<file path="src/sv/base64_stream_encoder_top_assert.svh">
// Assertion macros shared by the encoder modules.
`ifndef BASE64_STREAM_ENCODER_TOP_ASSERT_SVH
`define BASE64_STREAM_ENCODER_TOP_ASSERT_SVH

// Same-cycle implication, sampled on clk_i, off during reset.
`define B64E_ASSERT_IMP(lbl, ante, cons) \
  lbl: assert property (@(posedge clk_i) disable iff (!rst_ni) (ante) |-> (cons)) \
    else $error("b64e assertion failed");

// Next-cycle implication, sampled on clk_i, off during reset.
`define B64E_ASSERT_NXT(lbl, ante, cons) \
  lbl: assert property (@(posedge clk_i) disable iff (!rst_ni) (ante) |=> (cons)) \
    else $error("b64e assertion failed");

`endif

</file>
<file path="src/sv/b64e_pkg.sv">
// Shared types, constants and the alphabet lookup of the base64 encoder.
`default_nettype none

package b64e_pkg;

  localparam int unsigned QueueDepth = 2;
  localparam logic [7:0] PadChar = 8'h3D;

  typedef struct packed {
    logic [3:0]      pad;
    logic [3:0][5:0] code;
    logic [1:0]      last_idx;
    logic            msg_end;
  } job_t;

  function automatic logic [7:0] enc_char(input logic [5:0] v);
    logic [7:0] w;
    logic [7:0] r;
    w = {2'b00, v};
    case (v) inside
      [6'd0:6'd25]:  r = 8'h41 + w;
      [6'd26:6'd51]: r = 8'h61 + w - 8'd26;
      [6'd52:6'd61]: r = 8'h30 + w - 8'd52;
      6'd62:         r = 8'h2B;
      default:       r = 8'h2F;
    endcase
    return r;
  endfunction

endpackage

`default_nettype wire

</file>
<file path="src/sv/b64e_front.sv">
// Front end: takes bytes, tracks group position and leftover bits, builds jobs.
`default_nettype none

module b64e_front (
  input  wire logic          clk_i,
  input  wire logic          rst_ni,
  input  wire logic          push_i,
  input  wire logic [7:0]    data_byte_i,
  input  wire logic          is_final_i,
  input  wire logic          q_full_i,
  output logic               full_o,
  output logic               q_push_o,
  output b64e_pkg::job_t     q_job_o
);

  logic [1:0] phase_q, phase_d;
  logic [3:0] carry_q, carry_d;
  logic       xfer;

  assign xfer     = push_i && !q_full_i;
  assign full_o   = q_full_i;
  assign q_push_o = xfer;

  always_comb begin
    q_job_o         = '0;
    q_job_o.msg_end = is_final_i;
    phase_d         = phase_q;
    carry_d         = carry_q;
    case (phase_q)
      2'd1: begin
        q_job_o.code[0] = {carry_q[1:0], data_byte_i[7:4]};
        q_job_o.code[1] = {data_byte_i[3:0], 2'b00};
        q_job_o.pad     = 4'b0100;
        if (is_final_i) begin
          q_job_o.last_idx = 2'd2;
          phase_d          = 2'd0;
          carry_d          = '0;
        end else begin
          q_job_o.last_idx = 2'd0;
          phase_d          = 2'd2;
          carry_d          = data_byte_i[3:0];
        end
      end
      2'd2: begin
        q_job_o.code[0]  = {carry_q, data_byte_i[7:6]};
        q_job_o.code[1]  = data_byte_i[5:0];
        q_job_o.last_idx = 2'd1;
        phase_d          = 2'd0;
        carry_d          = '0;
      end
      default: begin
        q_job_o.code[0] = data_byte_i[7:2];
        q_job_o.code[1] = {data_byte_i[1:0], 4'b0000};
        q_job_o.pad     = 4'b1100;
        if (is_final_i) begin
          q_job_o.last_idx = 2'd3;
          phase_d          = 2'd0;
          carry_d          = '0;
        end else begin
          q_job_o.last_idx = 2'd0;
          phase_d          = 2'd1;
          carry_d          = {2'b00, data_byte_i[1:0]};
        end
      end
    endcase
  end

  always_ff @(posedge clk_i or negedge rst_ni) begin
    if (!rst_ni) begin
      phase_q <= '0;
      carry_q <= '0;
    end else if (xfer) begin
      phase_q <= phase_d;
      carry_q <= carry_d;
    end
  end

endmodule

`default_nettype wire

</file>
<file path="src/sv/b64e_queue.sv">
// Short job queue between front and back ends.
`default_nettype none

module b64e_queue #(
  parameter int unsigned Depth = b64e_pkg::QueueDepth
) (
  input  wire logic          clk_i,
  input  wire logic          rst_ni,
  input  wire logic          push_i,
  input  wire b64e_pkg::job_t push_job_i,
  output logic               full_o,
  input  wire logic          take_i,
  output logic               valid_o,
  output b64e_pkg::job_t     job_o
);

  `include "base64_stream_encoder_top_assert.svh"

  localparam int unsigned PtrW = (Depth > 1) ? $clog2(Depth) : 1;
  localparam int unsigned CntW = $clog2(Depth + 1);
  localparam logic [PtrW-1:0] LastPtr = PtrW'(Depth - 1);
  localparam logic [CntW-1:0] FullCnt = CntW'(Depth);

  b64e_pkg::job_t mem_q [Depth];
  logic [PtrW-1:0] wr_ptr_q, rd_ptr_q;
  logic [CntW-1:0] cnt_q, cnt_d;
  logic            wr, rd;

  assign full_o  = (cnt_q == FullCnt);
  assign valid_o = (cnt_q != '0);
  assign job_o   = mem_q[rd_ptr_q];
  assign wr      = push_i && !full_o;
  assign rd      = take_i && valid_o;

  always_comb begin
    cnt_d = cnt_q;
    if (wr && !rd) begin
      cnt_d = cnt_q + 1'b1;
    end else if (rd && !wr) begin
      cnt_d = cnt_q - 1'b1;
    end
  end

  always_ff @(posedge clk_i) begin
    if (wr) begin
      mem_q[wr_ptr_q] <= push_job_i;
    end
  end

  always_ff @(posedge clk_i or negedge rst_ni) begin
    if (!rst_ni) begin
      wr_ptr_q <= '0;
      rd_ptr_q <= '0;
      cnt_q    <= '0;
    end else begin
      cnt_q <= cnt_d;
      if (wr) begin
        wr_ptr_q <= (wr_ptr_q == LastPtr) ? '0 : wr_ptr_q + 1'b1;
      end
      if (rd) begin
        rd_ptr_q <= (rd_ptr_q == LastPtr) ? '0 : rd_ptr_q + 1'b1;
      end
    end
  end

  `B64E_ASSERT_IMP(a_cnt_bound, 1'b1, cnt_q <= FullCnt)
  `B64E_ASSERT_NXT(a_cnt_track, wr && !rd, cnt_q == $past(cnt_q) + 1'b1)

endmodule

`default_nettype wire

</file>
<file path="src/sv/b64e_back.sv">
// Back end: walks jobs one char per cycle into output reg unless pop stalls.
`default_nettype none

module b64e_back (
  input  wire logic           clk_i,
  input  wire logic           rst_ni,
  input  wire logic           q_valid_i,
  input  wire b64e_pkg::job_t q_job_i,
  output logic                q_take_o,
  input  wire logic           pop_i,
  output logic                empty_o,
  output logic [7:0]          ascii_char_o,
  output logic                char_last_o
);

  `include "base64_stream_encoder_top_assert.svh"

  b64e_pkg::job_t job_q;
  logic           job_valid_q, job_valid_d;
  logic [1:0]     idx_q;
  logic           out_valid_q, out_valid_d;
  logic [7:0]     out_char_q, char_d;
  logic           out_last_q;
  logic           load_out, done;

  assign load_out = job_valid_q && (!out_valid_q || pop_i);
  assign done     = load_out && (idx_q == job_q.last_idx);
  assign q_take_o = q_valid_i && (!job_valid_q || done);
  assign char_d   = job_q.pad[idx_q] ? b64e_pkg::PadChar
                                     : b64e_pkg::enc_char(job_q.code[idx_q]);

  always_comb begin
    job_valid_d = job_valid_q;
    if (q_take_o) begin
      job_valid_d = 1'b1;
    end else if (done) begin
      job_valid_d = 1'b0;
    end
    out_valid_d = out_valid_q;
    if (load_out) begin
      out_valid_d = 1'b1;
    end else if (pop_i) begin
      out_valid_d = 1'b0;
    end
  end

  always_ff @(posedge clk_i) begin
    if (q_take_o) begin
      job_q <= q_job_i;
    end
    if (load_out) begin
      out_char_q <= char_d;
      out_last_q <= job_q.msg_end && (idx_q == job_q.last_idx);
    end
  end

  always_ff @(posedge clk_i or negedge rst_ni) begin
    if (!rst_ni) begin
      job_valid_q <= 1'b0;
      out_valid_q <= 1'b0;
      idx_q       <= '0;
    end else begin
      job_valid_q <= job_valid_d;
      out_valid_q <= out_valid_d;
      if (done) begin
        idx_q <= '0;
      end else if (load_out) begin
        idx_q <= idx_q + 1'b1;
      end
    end
  end

  assign empty_o      = !out_valid_q;
  assign ascii_char_o = out_char_q;
  assign char_last_o  = out_last_q;

  `B64E_ASSERT_IMP(a_idx_bound, job_valid_q, idx_q <= job_q.last_idx)
  `B64E_ASSERT_IMP(a_no_early_pad, job_valid_q, job_q.pad[1:0] == 2'b00)
  `B64E_ASSERT_NXT(a_job_retire, done && !q_valid_i, !job_valid_q && idx_q == 2'd0)

endmodule

`default_nettype wire

</file>
<file path="src/sv/base64_stream_encoder_top.sv">
// Top level of the streaming base64 encoder (standard alphabet, padded).
//
//   channel | dir | handshake            | payload
//   --------+-----+----------------------+-------------------------------
//   bytes   | in  | push / full          | data_byte_i, is_final_i
//   chars   | out | empty / pop          | ascii_char_o, char_last_o
//
// A byte is taken every cycle while the job queue has room; each byte makes
// one to four characters, and the output register gives one per cycle while pop is held.
// Sustained byte rate is set by the character port, which must carry the
// characters each byte makes (one to four, about 1.33 on long messages).
// First character of a byte passes through the queue entry, the job register and the output register.
// Reset clears group position, queue and output; no clearing pass.
// Holding pop low stalls only the back end; the front keeps filling the queue until it is full.
`default_nettype none

module base64_stream_encoder_top #(
  parameter int unsigned QueueDepth = b64e_pkg::QueueDepth
) (
  input  wire logic       clk_i,
  input  wire logic       rst_ni,
  input  wire logic       push,
  output logic            full,
  input  wire logic [7:0] data_byte_i,
  input  wire logic       is_final_i,
  output logic            empty,
  input  wire logic       pop,
  output logic [7:0]      ascii_char_o,
  output logic            char_last_o
);

  b64e_pkg::job_t fe_job, q_job;
  logic           fe_push, q_full, q_valid, q_take;

  b64e_front u_front (
    .clk_i       (clk_i),
    .rst_ni      (rst_ni),
    .push_i      (push),
    .data_byte_i (data_byte_i),
    .is_final_i  (is_final_i),
    .q_full_i    (q_full),
    .full_o      (full),
    .q_push_o    (fe_push),
    .q_job_o     (fe_job)
  );

  b64e_queue #(
    .Depth (QueueDepth)
  ) u_queue (
    .clk_i      (clk_i),
    .rst_ni     (rst_ni),
    .push_i     (fe_push),
    .push_job_i (fe_job),
    .full_o     (q_full),
    .take_i     (q_take),
    .valid_o    (q_valid),
    .job_o      (q_job)
  );

  b64e_back u_back (
    .clk_i        (clk_i),
    .rst_ni       (rst_ni),
    .q_valid_i    (q_valid),
    .q_job_i      (q_job),
    .q_take_o     (q_take),
    .pop_i        (pop),
    .empty_o      (empty),
    .ascii_char_o (ascii_char_o),
    .char_last_o  (char_last_o)
  );

endmodule

`default_nettype wire

</file>
<file path="config.mk">
export PLATFORM = sky130hd
export DESIGN_NAME = base64_stream_encoder_top
export DESIGN_NICKNAME = d
export VERILOG_FILES = /design/src/sv/b64e_pkg.sv /design/src/sv/b64e_front.sv /design/src/sv/b64e_queue.sv /design/src/sv/b64e_back.sv /design/src/sv/base64_stream_encoder_top.sv
export VERILOG_INCLUDE_DIRS = /design/src /design/src/sv
export SDC_FILE = /design/constraint.sdc
export NUM_CORES = 1
export LEC_CHECK = 0
export BUFFER_PORTS_ARGS = -buffer_cell sky130_fd_sc_hd__buf_4
export CAP_MARGIN = 20
export CORE_MARGIN = 2
export CORE_UTILIZATION = 55
export CTS_CLUSTER_DIAMETER = 30
export DETAILED_ROUTE_END_ITERATION = 10
export PLACE_DENSITY = 0.72
export SYNTH_ARGS = -nofsm -noshare
export SYNTH_HDL_FRONTEND = slang
export SYNTH_HIERARCHICAL = 1
export SYNTH_SLANG_ARGS = --single-unit
</file>
<file path="constraint.sdc">
create_clock -name clk_i -period 4.75 [get_ports clk_i]
set_input_delay 0.2375 -clock clk_i [delete_from_list [all_inputs] [get_ports clk_i]]
set_output_delay 0.2375 -clock clk_i [all_outputs]
set_load 0.01 [all_outputs]
</file>
# Word-level counts from Yosys, hierarchy flattened
# Memories as Yosys holds them, arrays and structs flattened. A register that Yosys moved wholly into a read port is not among the register bits.
# Cells that the tools add are included.
# Widths: inputs -> output; s select.
[word_totals]
regBits = 35
ramBits = 38
in_bits = 13
output_inout_bits = 11
wordCells = 89
memories = 1
[op_classes]
add_sub_neg = 10
n_lt_le_gt_ge = 7
eq_ne = 5
mux = 30
n_reduce_logical = 24
[mem_list]
columns = ["name", "words", "word_bits", "read_ports", "rd_ports_with_merged_regs", "write_ports", "line_no", "text"]
rows = [
  ["u_queue.mem_q", 2, 19, 1, 1, 1, "b64e_queue.sv:24", "b64e_pkg::job_t mem_q [Depth];"],
]
[ops]
columns = ["cell", "n"]
rows = [
  ["$pmux 14 s2", 1],
  ["$mux 8", 3],
  ["$add 7x6->8 const A", 2],
  ["$mux 2", 8],
  ["$pmux 4 s2", 2],
  ["$bmux 6 s2", 1],
  ["$le 6x6->1 const B", 2],
  ["$logic_and 1x1->1", 12],
  ["$mux 1", 10],
  ["$reduce_bool 2->1", 5],
  ["$sub 8x5->8 const B", 1],
  ["$sub 8x6->8 const B", 1],
  ["$add 6x6->7 const A", 1],
  ["$eq 6x6->1 const B", 1],
  ["$ge 6x1->1 const B", 1],
  ["$ge 6x5->1 const B", 1],
  ["$ge 6x6->1 const B", 1],
  ["$le 6x5->1 const B", 1],
  ["$mux 6", 1],
  ["$logic_not 1->1", 5],
  ["$add 2x1->2 const B", 2],
  ["$eq 2x2->1 const B", 2],
  ["$mux 4", 1],
  ["$pmux 2 s2", 1],
  ["other kinds (8)", 10],
]

# Depth between registers and ports, before layout
# Gate-level depths: netlist of run 1.
[logic_depth]
ltp_word = 10
depth_mapped = 12
ltp_nobuf = 10

# Hierarchy
# Netlist of run 1, hierarchy kept.
[by_module_without_submodules]
columns = ["module", "instances", "cells_each", "area_per_inst_um2", "seq_area_each_um2"]
rows = [
  ["b64e_queue", 1, 116, 2591.2, 1961.9],
  ["b64e_back", 1, 158, 2219.6, 1301.2],
  ["b64e_front", 1, 80, 641.9, 150.1],
]

# Worst setup path after synthesis of run 1
# OpenSTA, ideal clock, no wires.
[synth_timing]
kind = "reg2reg"
from = "register u_back.idx_q[0]"
to = "register u_back.out_char_q[4], in the netlist u_back/ascii_char_o[4], data pin"
setup_ps = 254
arrival_time_ps = 2741
required_ps = 4496
path_slack_ps = 1755
path_stages_with_launch = 12
n_path_buf = 3
period_less_slack_ps = 2995
cell_sequence = "dfrtp_1 buf_6 buf_8 mux4_1 ha_1 clkbuf_1 nor3b_1 a22oi_1 a32oi_4 mux2i_1 a31oi_1 a21o_1"
[synth_between]
elab_chain_len = 7
word_cells_on_any_way = 21
classes_between = "5 x add/sub; 6 x order compare; 7 x mux; 3 x reduce/logical"
[synth_rtl]
columns = ["item", "line_no", "text"]
rows = [
  ["from (decl)", "b64e_back.sv:20", "logic [1:0] idx_q;"],
  ["from (signal assigned)", "b64e_back.sv:68", "idx_q <= idx_q + 1'b1;"],
  ["$bmux 6 s2", "b64e_back.sv:30", ": b64e_pkg::enc_char(job_q.code[idx_q]);"],
  ["$mux 6 (not written as such)", "b64e_back.sv:30", ""],
  ["$add 6x6->7, or another cell as far along", "b64e_pkg.sv:23", "[6'd52:6'd61]: r = 8'h30 + w - 8'd52;"],
  ["$sub 8x6->8 / $logic_and 1x1->1 (equally long branches)", "b64e_pkg.sv:23, b64e_back.sv:30", ""],
  ["$mux 8 (3 in series)", "b64e_pkg.sv:20", "case (v) inside"],
  ["to (signal assigned)", "b64e_back.sv:52", "out_char_q <= char_d;"],
  ["to (decl)", "b64e_back.sv:22", "logic [7:0] out_char_q, char_d;"],
]
# Parallel ways exist; a longest one is shown, timed or not. The select of a mux whose other input is x is not followed.
# A chain may end at the register's enable or synchronous reset.

# Final worst setup path of run 1
# Ends and elaborated chain as after synthesis.

==> results of run 1 <==
## worst register-to-register path: stages (launching register included)
cell	delay (ns)
dfrtp_1	0.77
mux4_1	0.74
ha_1	0.38
nor3b_1	0.24
a22oi_1	0.16
a32oi_4	0.42
mux2i_1	0.24
a31oi_1	0.10
a21o_1	0.17
## cell families after synthesis
kind of cell | Yosys count | share of synthesized area
other | 1 | 0.0006877
AND/OR/NAND/NOR | 72 | 0.07137
buffers and inverters | 43 | 0.05530
adder cells (fa/ha/maj) | 13 | 0.02983
multiplexers | 43 | 0.1237
XOR/XNOR | 10 | 0.01606
flip-flops | 116 | 0.6260
AO/OA/AOI/OAI | 56 | 0.07710
## what timing repair did
item	4_1_cts	5_1_grt
endpoints found under the hold margin	17	0
setup buffers	0	0
hold buffers	3	0
endpoints found under the setup margin	0	0
## report_power, final
group | internal (mW) | switching (mW) | total [mW]
Combinational | 0.806 | 0.989 | 1.79
Clock | 0.888 | 0.404 | 1.29
Sequential | 1.58 | 0.223 | 1.81
## flip-flops by register name, indices dropped and copies added, names as in the netlist
register             cells
u_queue/mem_q           62
u_back/job_q            31
u_back/ascii_char_o      8
u_front/carry_q          4
u_back/idx_q             2
u_front/phase_q          2
u_queue/cnt_q            2
u_back/char_last_o       1
u_back/job_valid_q       1
u_back/out_valid_q       1
u_queue/rd_ptr_q         1
u_queue/wr_ptr_q         1
## layout by cell type, fill, tap and decap left out, drive strengths merged, types with 3 or more instances in the layout
| cell | synthesis | layout |
|---|---|---|
| a22oi | 12 | 12 |
| and2 | 5 | 5 |
| edfxtp | 102 | 102 |
| xor2 | 5 | 5 |
| nor3 | 7 | 7 |
| inv | 13 | 13 |
| ha | 13 | 13 |
| a21oi | 6 | 6 |
| dlygate4sd3 | 0 | 3 |
| conb | 1 | 14 |
| xnor2 | 5 | 5 |
| nand3 | 5 | 5 |
| buf | 26 | 25 |
| mux2i | 4 | 4 |
| clkbuf | 4 | 28 |
| a21o | 3 | 3 |
| o21ai | 16 | 16 |
| or2 | 5 | 5 |
| nand2b | 6 | 6 |
| dfrtp | 14 | 14 |
| nand3b | 5 | 5 |
| o2bb2ai | 4 | 4 |
| mux2 | 32 | 32 |
| nand2 | 17 | 17 |
| mux4 | 7 | 7 |
| nor2 | 12 | 12 |
## layer usage
metal,vias up,global-route usage,routed length (µm)
met5,-,0,0
met4,0,0.08398,235
met3,20,0.06545,377
met2,80,0.2971,4567
met1,1425,0.2100,3751
li1,1374,-,-
## worst max path at each step
stage | from | endpoint | slack [ns]
floorplan | u_back/idx_q[0]$_DFFE_PN0P_ | u_back/ascii_char_o[4]$_SDFFCE_PP1P_ | 1.76
global placement | u_back/idx_q[0]$_DFFE_PN0P_ | u_back/ascii_char_o[4]$_SDFFCE_PP1P_ | 1.37
detailed placement | u_back/idx_q[0]$_DFFE_PN0P_ | u_back/ascii_char_o[4]$_SDFFCE_PP1P_ | 1.32
CTS | u_back/idx_q[0]$_DFFE_PN0P_ | u_back/ascii_char_o[4]$_SDFFCE_PP1P_ | 1.32
global route | u_back/idx_q[0]$_DFFE_PN0P_ | u_back/ascii_char_o[4]$_SDFFCE_PP1P_ | 1.08
finish | u_back/idx_q[0]$_DFFE_PN0P_ | u_back/ascii_char_o[4]$_SDFFCE_PP1P_ | 1.31
## area by class of cell
type,count,area [µm²]
timing repair buffer,28,217.7
multi-input combinational,208,1790
fill,702,3406
inverter,13,48.80
sequential,116,3415
clock inverter,4,50.05
clock buffer,28,590.6
tap,133,166.4
## cells in the mapped netlist (all sizes together), types with 6 or more instances
master  count  share of area
a21oi       6         0.0055
mux2       32          0.086
inv        13         0.0089
a22oi      12          0.017
mux4        7          0.030
o21ai      16          0.015
edfxtp    102           0.56
nand2      17          0.012
nand2b      6         0.0069
dfrtp      14          0.064
nor2       12         0.0083
nor3        7         0.0064
buf        26          0.044
ha         13          0.030
## stage by stage
step	util	cell area, µm²
finish	0.6483	6279
global route	0.6483	6279
CTS	0.6483	6279
detailed placement	0.5791	5608
global placement	0.5791	5608
floorplan	-	5502
==> impl_results.md, run 1 <==
- Unique masters post-synth: 56
- Tot Pwr: 4.893 mW
- Cell count after synthesis: 354
- Routed vias: 2,899
- R2R depth: 8
- Pin count of the biggest net entering global routing: 33
- Die Span X: 103.6 µm
- Area of the mapped netlist: 5453 µm²
- Final worst setup slack: 1.305 ns
- Initial DRC Count: 161
- Largest stage delay, worst path: 0.77 ns
- Vias per cell: 5.470
- Hold Path Cell Cnt: 3
- Max IR drop VDD: 0.0004160 V
- Hold slack: 0.03413 ns
- Placed Cells: 495
- Routed WL per cell: 16.85 µm
- Top FF cell, synth: edfxtp_1
- Post-synthesis sequential area ratio: 0.6260
- RSZ-0062 raised after global routing: false
- Post-CTS resize count: 0
- DRC violation count after routing: 0
- Initial Util: 0.5630
- DRT Wirelength: 8932 µm
- Synthesis-to-layout area growth: 15.14%
- Setup Skew: 0.01168 ns
- Layout cell share with drive strength beyond 1: 0.2569
- Vias in the first global route: 2,914
- Crit path max-delay family: multiplexers
- Final setup viols: 0
- Max cap viols: 0
- Clock root cell: clkbuf_8
- Die Span Y: 103.6 µm
- Max-slew headroom: 0.3062
- Post-route minimum period: 3.445 ns
- H-tree depth: 4
- Worst-path cell chain: mux4_1 > ha_1 > nor3b_1 > a22oi_1 > a32oi_4 > mux2i_1 > a31oi_1 > a21o_1
- Non-filler instance count after layout: 530
- Drt first pass iters: 4
- Worst-path clk slew: 0.05 ns
- Clk_lat worst skew: 0.51 ns
- Grt total ovfl: 0
- Synth warn: 6
- Slowest cell on the critical path: dfrtp_1
- Die Area: 10,730 µm²
- Synth Area per Inst: 15.40 µm²
- Final slew viol count: 0
- Post-route ant nets: 0
- First-pass GRT wire length: 14,540 µm
- Endpoint type of the worst setup path: register
- Leak pwr: 2.375 nW
- Tot GR Track Use: 0.1797
- CTS Sinks: 116
- Reg2Reg Launch Point: u_back/idx_q[0]$_DFFE_PN0P_
- Worst Setup Start Kind: register
- PD cells: 779.4 nW/µm²
- Final cycle utilization of the critical path: 0.7252
- Critical Path RT: 5.01 ns
- I/O Pins: 24
- Hold_sp: data_byte_i[2]
- Final Hold Viols: 0
- Crit Path Class: reg -> reg
- Peak fanout along the critical path: 14
- Clock tree from TritonCTS: built
- Reg2reg setup slack: 1.31 ns
- Crit path DAT: 3.70 ns
- Initial antenna violation count: 0
- Post-DP HPWL: 5979 µm
- Port-buffer cells: 23
- EDFF count, synth: 102
- Crit path depth: 8
- Setup TNS: 0 ns
- Number of core rows: 36
- Inserted Diodes: 0
- Slew of the pin with the lowest slew margin: 1.041 ns
- WHS Endpoint: u_front/carry_q[2]$_DFFE_PN0P_
- Worst reg2reg endpoint: u_back/ascii_char_o[4]$_SDFFCE_PP1P_
- Ys async rst share: 0.1207
- Buf/Inv on CP: 0
- NumNets Final: 410
- Max Clk Rate: 0.2903 GHz
- Tightest Hold Check Type: in -> reg
- Status: completed
- GPL Wtd Cong: 0.9118
- Synth Register Bits: 116
- Clock buffer count from CTS: 17
- Dpl ws: 1.321 ns
- Clk buf depth: 2
- Core area: 9684 µm²
(Power assumes the default switching activity.)
==> inputs of run 2 (changes only) <==
--- a/config.mk
+++ b/config.mk
@@ -6,13 +6,14 @@
 export SDC_FILE = /design/constraint.sdc
 export NUM_CORES = 1
 export LEC_CHECK = 0
+export ABC_AREA = 1
 export BUFFER_PORTS_ARGS = -buffer_cell sky130_fd_sc_hd__buf_4
 export CAP_MARGIN = 20
 export CORE_MARGIN = 2
 export CORE_UTILIZATION = 55
 export CTS_CLUSTER_DIAMETER = 30
 export DETAILED_ROUTE_END_ITERATION = 10
-export PLACE_DENSITY = 0.72
+export PLACE_DENSITY = 0.75
 export SYNTH_ARGS = -nofsm -noshare
 export SYNTH_HDL_FRONTEND = slang
 export SYNTH_HIERARCHICAL = 1
==> constraint.sdc (replaced) <==
create_clock -name clk_i -period 2.9 [get_ports clk_i]
set_input_delay 0.145 -clock clk_i [delete_from_list [all_inputs] [get_ports clk_i]]
set_output_delay 0.145 -clock clk_i [all_outputs]
set_load 0.01 [all_outputs]
==> impl_results.md, run 2 <==
- Slew of the pin with the lowest slew margin: 0.6228 ns
- Synth Area per Inst: 10.49 µm²
- Initial Util: 0.5629
- Post-synthesis sequential area ratio: 0.6233
- Max Clk Rate: 0.3858 GHz
- Final Hold Viols: 0
- Top FF cell, synth: edfxtp_1
- Reg2reg setup slack: 0.31 ns
- Final setup viols: 0
- Peak fanout along the critical path: 17
- Largest Register: u_queue/mem_q
- Cell count after synthesis: 522
- Drt first pass iters: 5
- Reg2Reg Launch Point: u_back/idx_q[0]$_DFFE_PN0P_
- Post-DP HPWL: 6526 µm
- Final slew viol count: 0
- Synth Register Bits: 116
- Die Span Y: 103.8 µm
- Vias per cell: 5.031
- Routed WL per cell: 14.70 µm
- Synthesis-to-layout area growth: 17.13%
- Dpl ws: 0.3612 ns
- Final cycle utilization of the critical path: 0.8939
- Post-route minimum period: 2.592 ns
- Non-filler instance count after layout: 715
- Leak pwr: 2.768 nW
- Inserted Diodes: 0
- Die Area: 10,770 µm²
- Max-slew headroom: 0.5848
- GPL Wtd Cong: 0.8632
- PD cells: 1282 nW/µm²
- DRT Wirelength: 10,510 µm
- Worst-path clk slew: 0.06 ns
- Synth warn: 6
- Setup Skew: 0.009444 ns
- Area of the mapped netlist: 5477 µm²
- Core area: 9729 µm²
- Endpoint type of the worst setup path: register
- Pin count of the biggest net entering global routing: 34
- Placed Cells: 666
- Final worst setup slack: 0.3076 ns
- Post-route ant nets: 0
- Clock tree from TritonCTS: built
- Clock buffer count from CTS: 17
- Clk buf depth: 2
- CTS Sinks: 116
- Critical Path RT: 3.16 ns
- Initial antenna violation count: 0
- Crit Path Class: reg -> reg
- Worst Setup Start Kind: register
- Synth area leaders: edfxtp_1, nand2_1, dfrtp_1, nand3_1, ha_1
- Tot GR Track Use: 0.2095
- Clock root cell: clkbuf_8
- Commonest non-fill, non-tap cell in the layout: nand2_1
- I/O Pins: 24
- Die Span X: 103.8 µm
- Status: completed
- Crit path DAT: 2.86 ns
- Ys async rst share: 0.1207
- Top cell type by total area after synthesis: edfxtp_1
- Initial DRC Count: 220
- Top-count cell post-synth: nand2_1
- Max IR drop VDD: 0.0006971 V
- Most frequent cells in the layout: nand2_1, edfxtp_1, nand3_1
- R2R depth: 15
- Vias in the first global route: 3,724
- Area of the multi-input gates: 1687 µm²
- Largest register FFs: 62
- NumNets Final: 595
- Worst reg2reg endpoint: u_back/ascii_char_o[1]$_SDFFCE_PP0P_
- Post-CTS resize count: 0
- Tightest Hold Check Type: in -> async
- Critical Path End: u_back/ascii_char_o[1]$_SDFFCE_PP0P_
- Port-buffer cells: 23
- Max cap viols: 0
- Post-synth top cells: nand2_1, edfxtp_1, nand3_1
- Fillers: 757
- Setup TNS: 0 ns
- DRC violation count after routing: 0
- Unique masters post-synth: 31
- Clk_lat worst skew: 0.51 ns
- RSZ-0062 raised after global routing: false
- H-tree depth: 4
- Tot Pwr: 8.225 mW
- EDFF count, synth: 102
- Critical Path Start: u_back/idx_q[0]$_DFFE_PN0P_
- Area occupied by registers: 3413 µm²
- Top-area cell type share of the netlist area: 0.5593
- Grt total ovfl: 0
- First-pass GRT wire length: 17,330 µm
- Layout cell share with drive strength beyond 1: 0.1735
- Routed vias: 3,597
- Number of core rows: 36
## run 2: cell types whose count changed after synthesis, sizes merged, moves of 5 or more
| cell | delta |
|---|---|
| nand3b | -5 |
| nand3 | +38 |
| mux2 | -32 |
| a22oi | -12 |
| nand2 | +200 |
| nor3 | -5 |
| nand2b | -6 |
| mux4 | -7 |
| and2 | -5 |
| inv | +35 |
| o21ai | -5 |
## run 2: worst max-delay path, cell delays in order (launching register included)
cell and delay, ns:
dfrtp_1 0.74, inv_6 0.14, nand2_1 0.10, nand3_1 0.11, nand2_4 0.14, inv_1 0.09, ha_1 0.22, inv_1 0.12
nand2_1 0.08, nand2_1 0.09, nand2_1 0.06, nand2_2 0.13, xor2_1 0.16, nand2_1 0.06, nand2_1 0.06, nor2_1 0.04
## run 2: cells by family after synthesis
kind of cell,Yosys count,synth area share
DFF,116,0.6233
AOI/OAI and AO/OA,23,0.02216
buffers and inverters,77,0.07882
xor gates and xnor gates,9,0.01439
and+or+nand+nor,283,0.2310
adders and majority gates,13,0.02970
other,1,0.0006847
## run 2: cell type report
cell class	instances	share of cell area
inverters	48	0.02965
well taps	133	0.02594
flip-flops and latches	116	0.5321
clock buffers	22	0.07061
multi-input cells	342	0.2629
clock inverters	10	0.02067
repair buffers	44	0.05812
## run 2: metal layers
layer	global-route usage	wire length (µm)	vias to the layer above
li1	-	-	1782
met1	0.2353	4387	1699
met2	0.3718	5458	87
met3	0.05538	363	29
met4	0.09846	302	0
met5	0	0	-
## run 2: how the worst min path moves through the flow
stage                                           endpoint  slack [ns]  cells after the start
final                     u_front/phase_q[0]$_DFFE_PN0P_        0.05                      2
after global routing      u_front/phase_q[0]$_DFFE_PN0P_        0.04                      2
after CTS                 u_front/phase_q[0]$_DFFE_PN0P_        0.02                      2
after detailed placement  u_front/phase_q[0]$_DFFE_PN0P_        0.02                      1
after global placement    u_front/phase_q[1]$_DFFE_PN0P_        0.02                      1
after floorplan              u_back/idx_q[0]$_DFFE_PN0P_       -0.15                      0
## run 2: through the flow
step	hold slack [ns]	area (µm²)	util
2_1_floorplan	-0.1506	5529	-
3_3_place_gp	0.01525	5659	0.5817
3_5_place_dp	0.02022	5659	0.5817
4_1_cts	0.01646	6415	0.6593
5_1_grt	0.04188	6415	0.6593
6_report	0.04589	6415	0.6593
## run 2: report_power, final
group	internal (mW)	leakage, nW	switching (mW)	total (mW)
logic	1.05	1.37	2.25	3.30
registers	2.64	1.11	0.243	2.89
clock network	1.35	0.282	0.693	2.04
total	5.04	2.77	3.19	8.22
## run 2: timing repair
action | in CTS | in global routing
hold buffers | 17 | 0
hold endpoints to repair | 43 | 0
buffers inserted | 0 | 0
endpoints found under the setup margin | 0 | 0
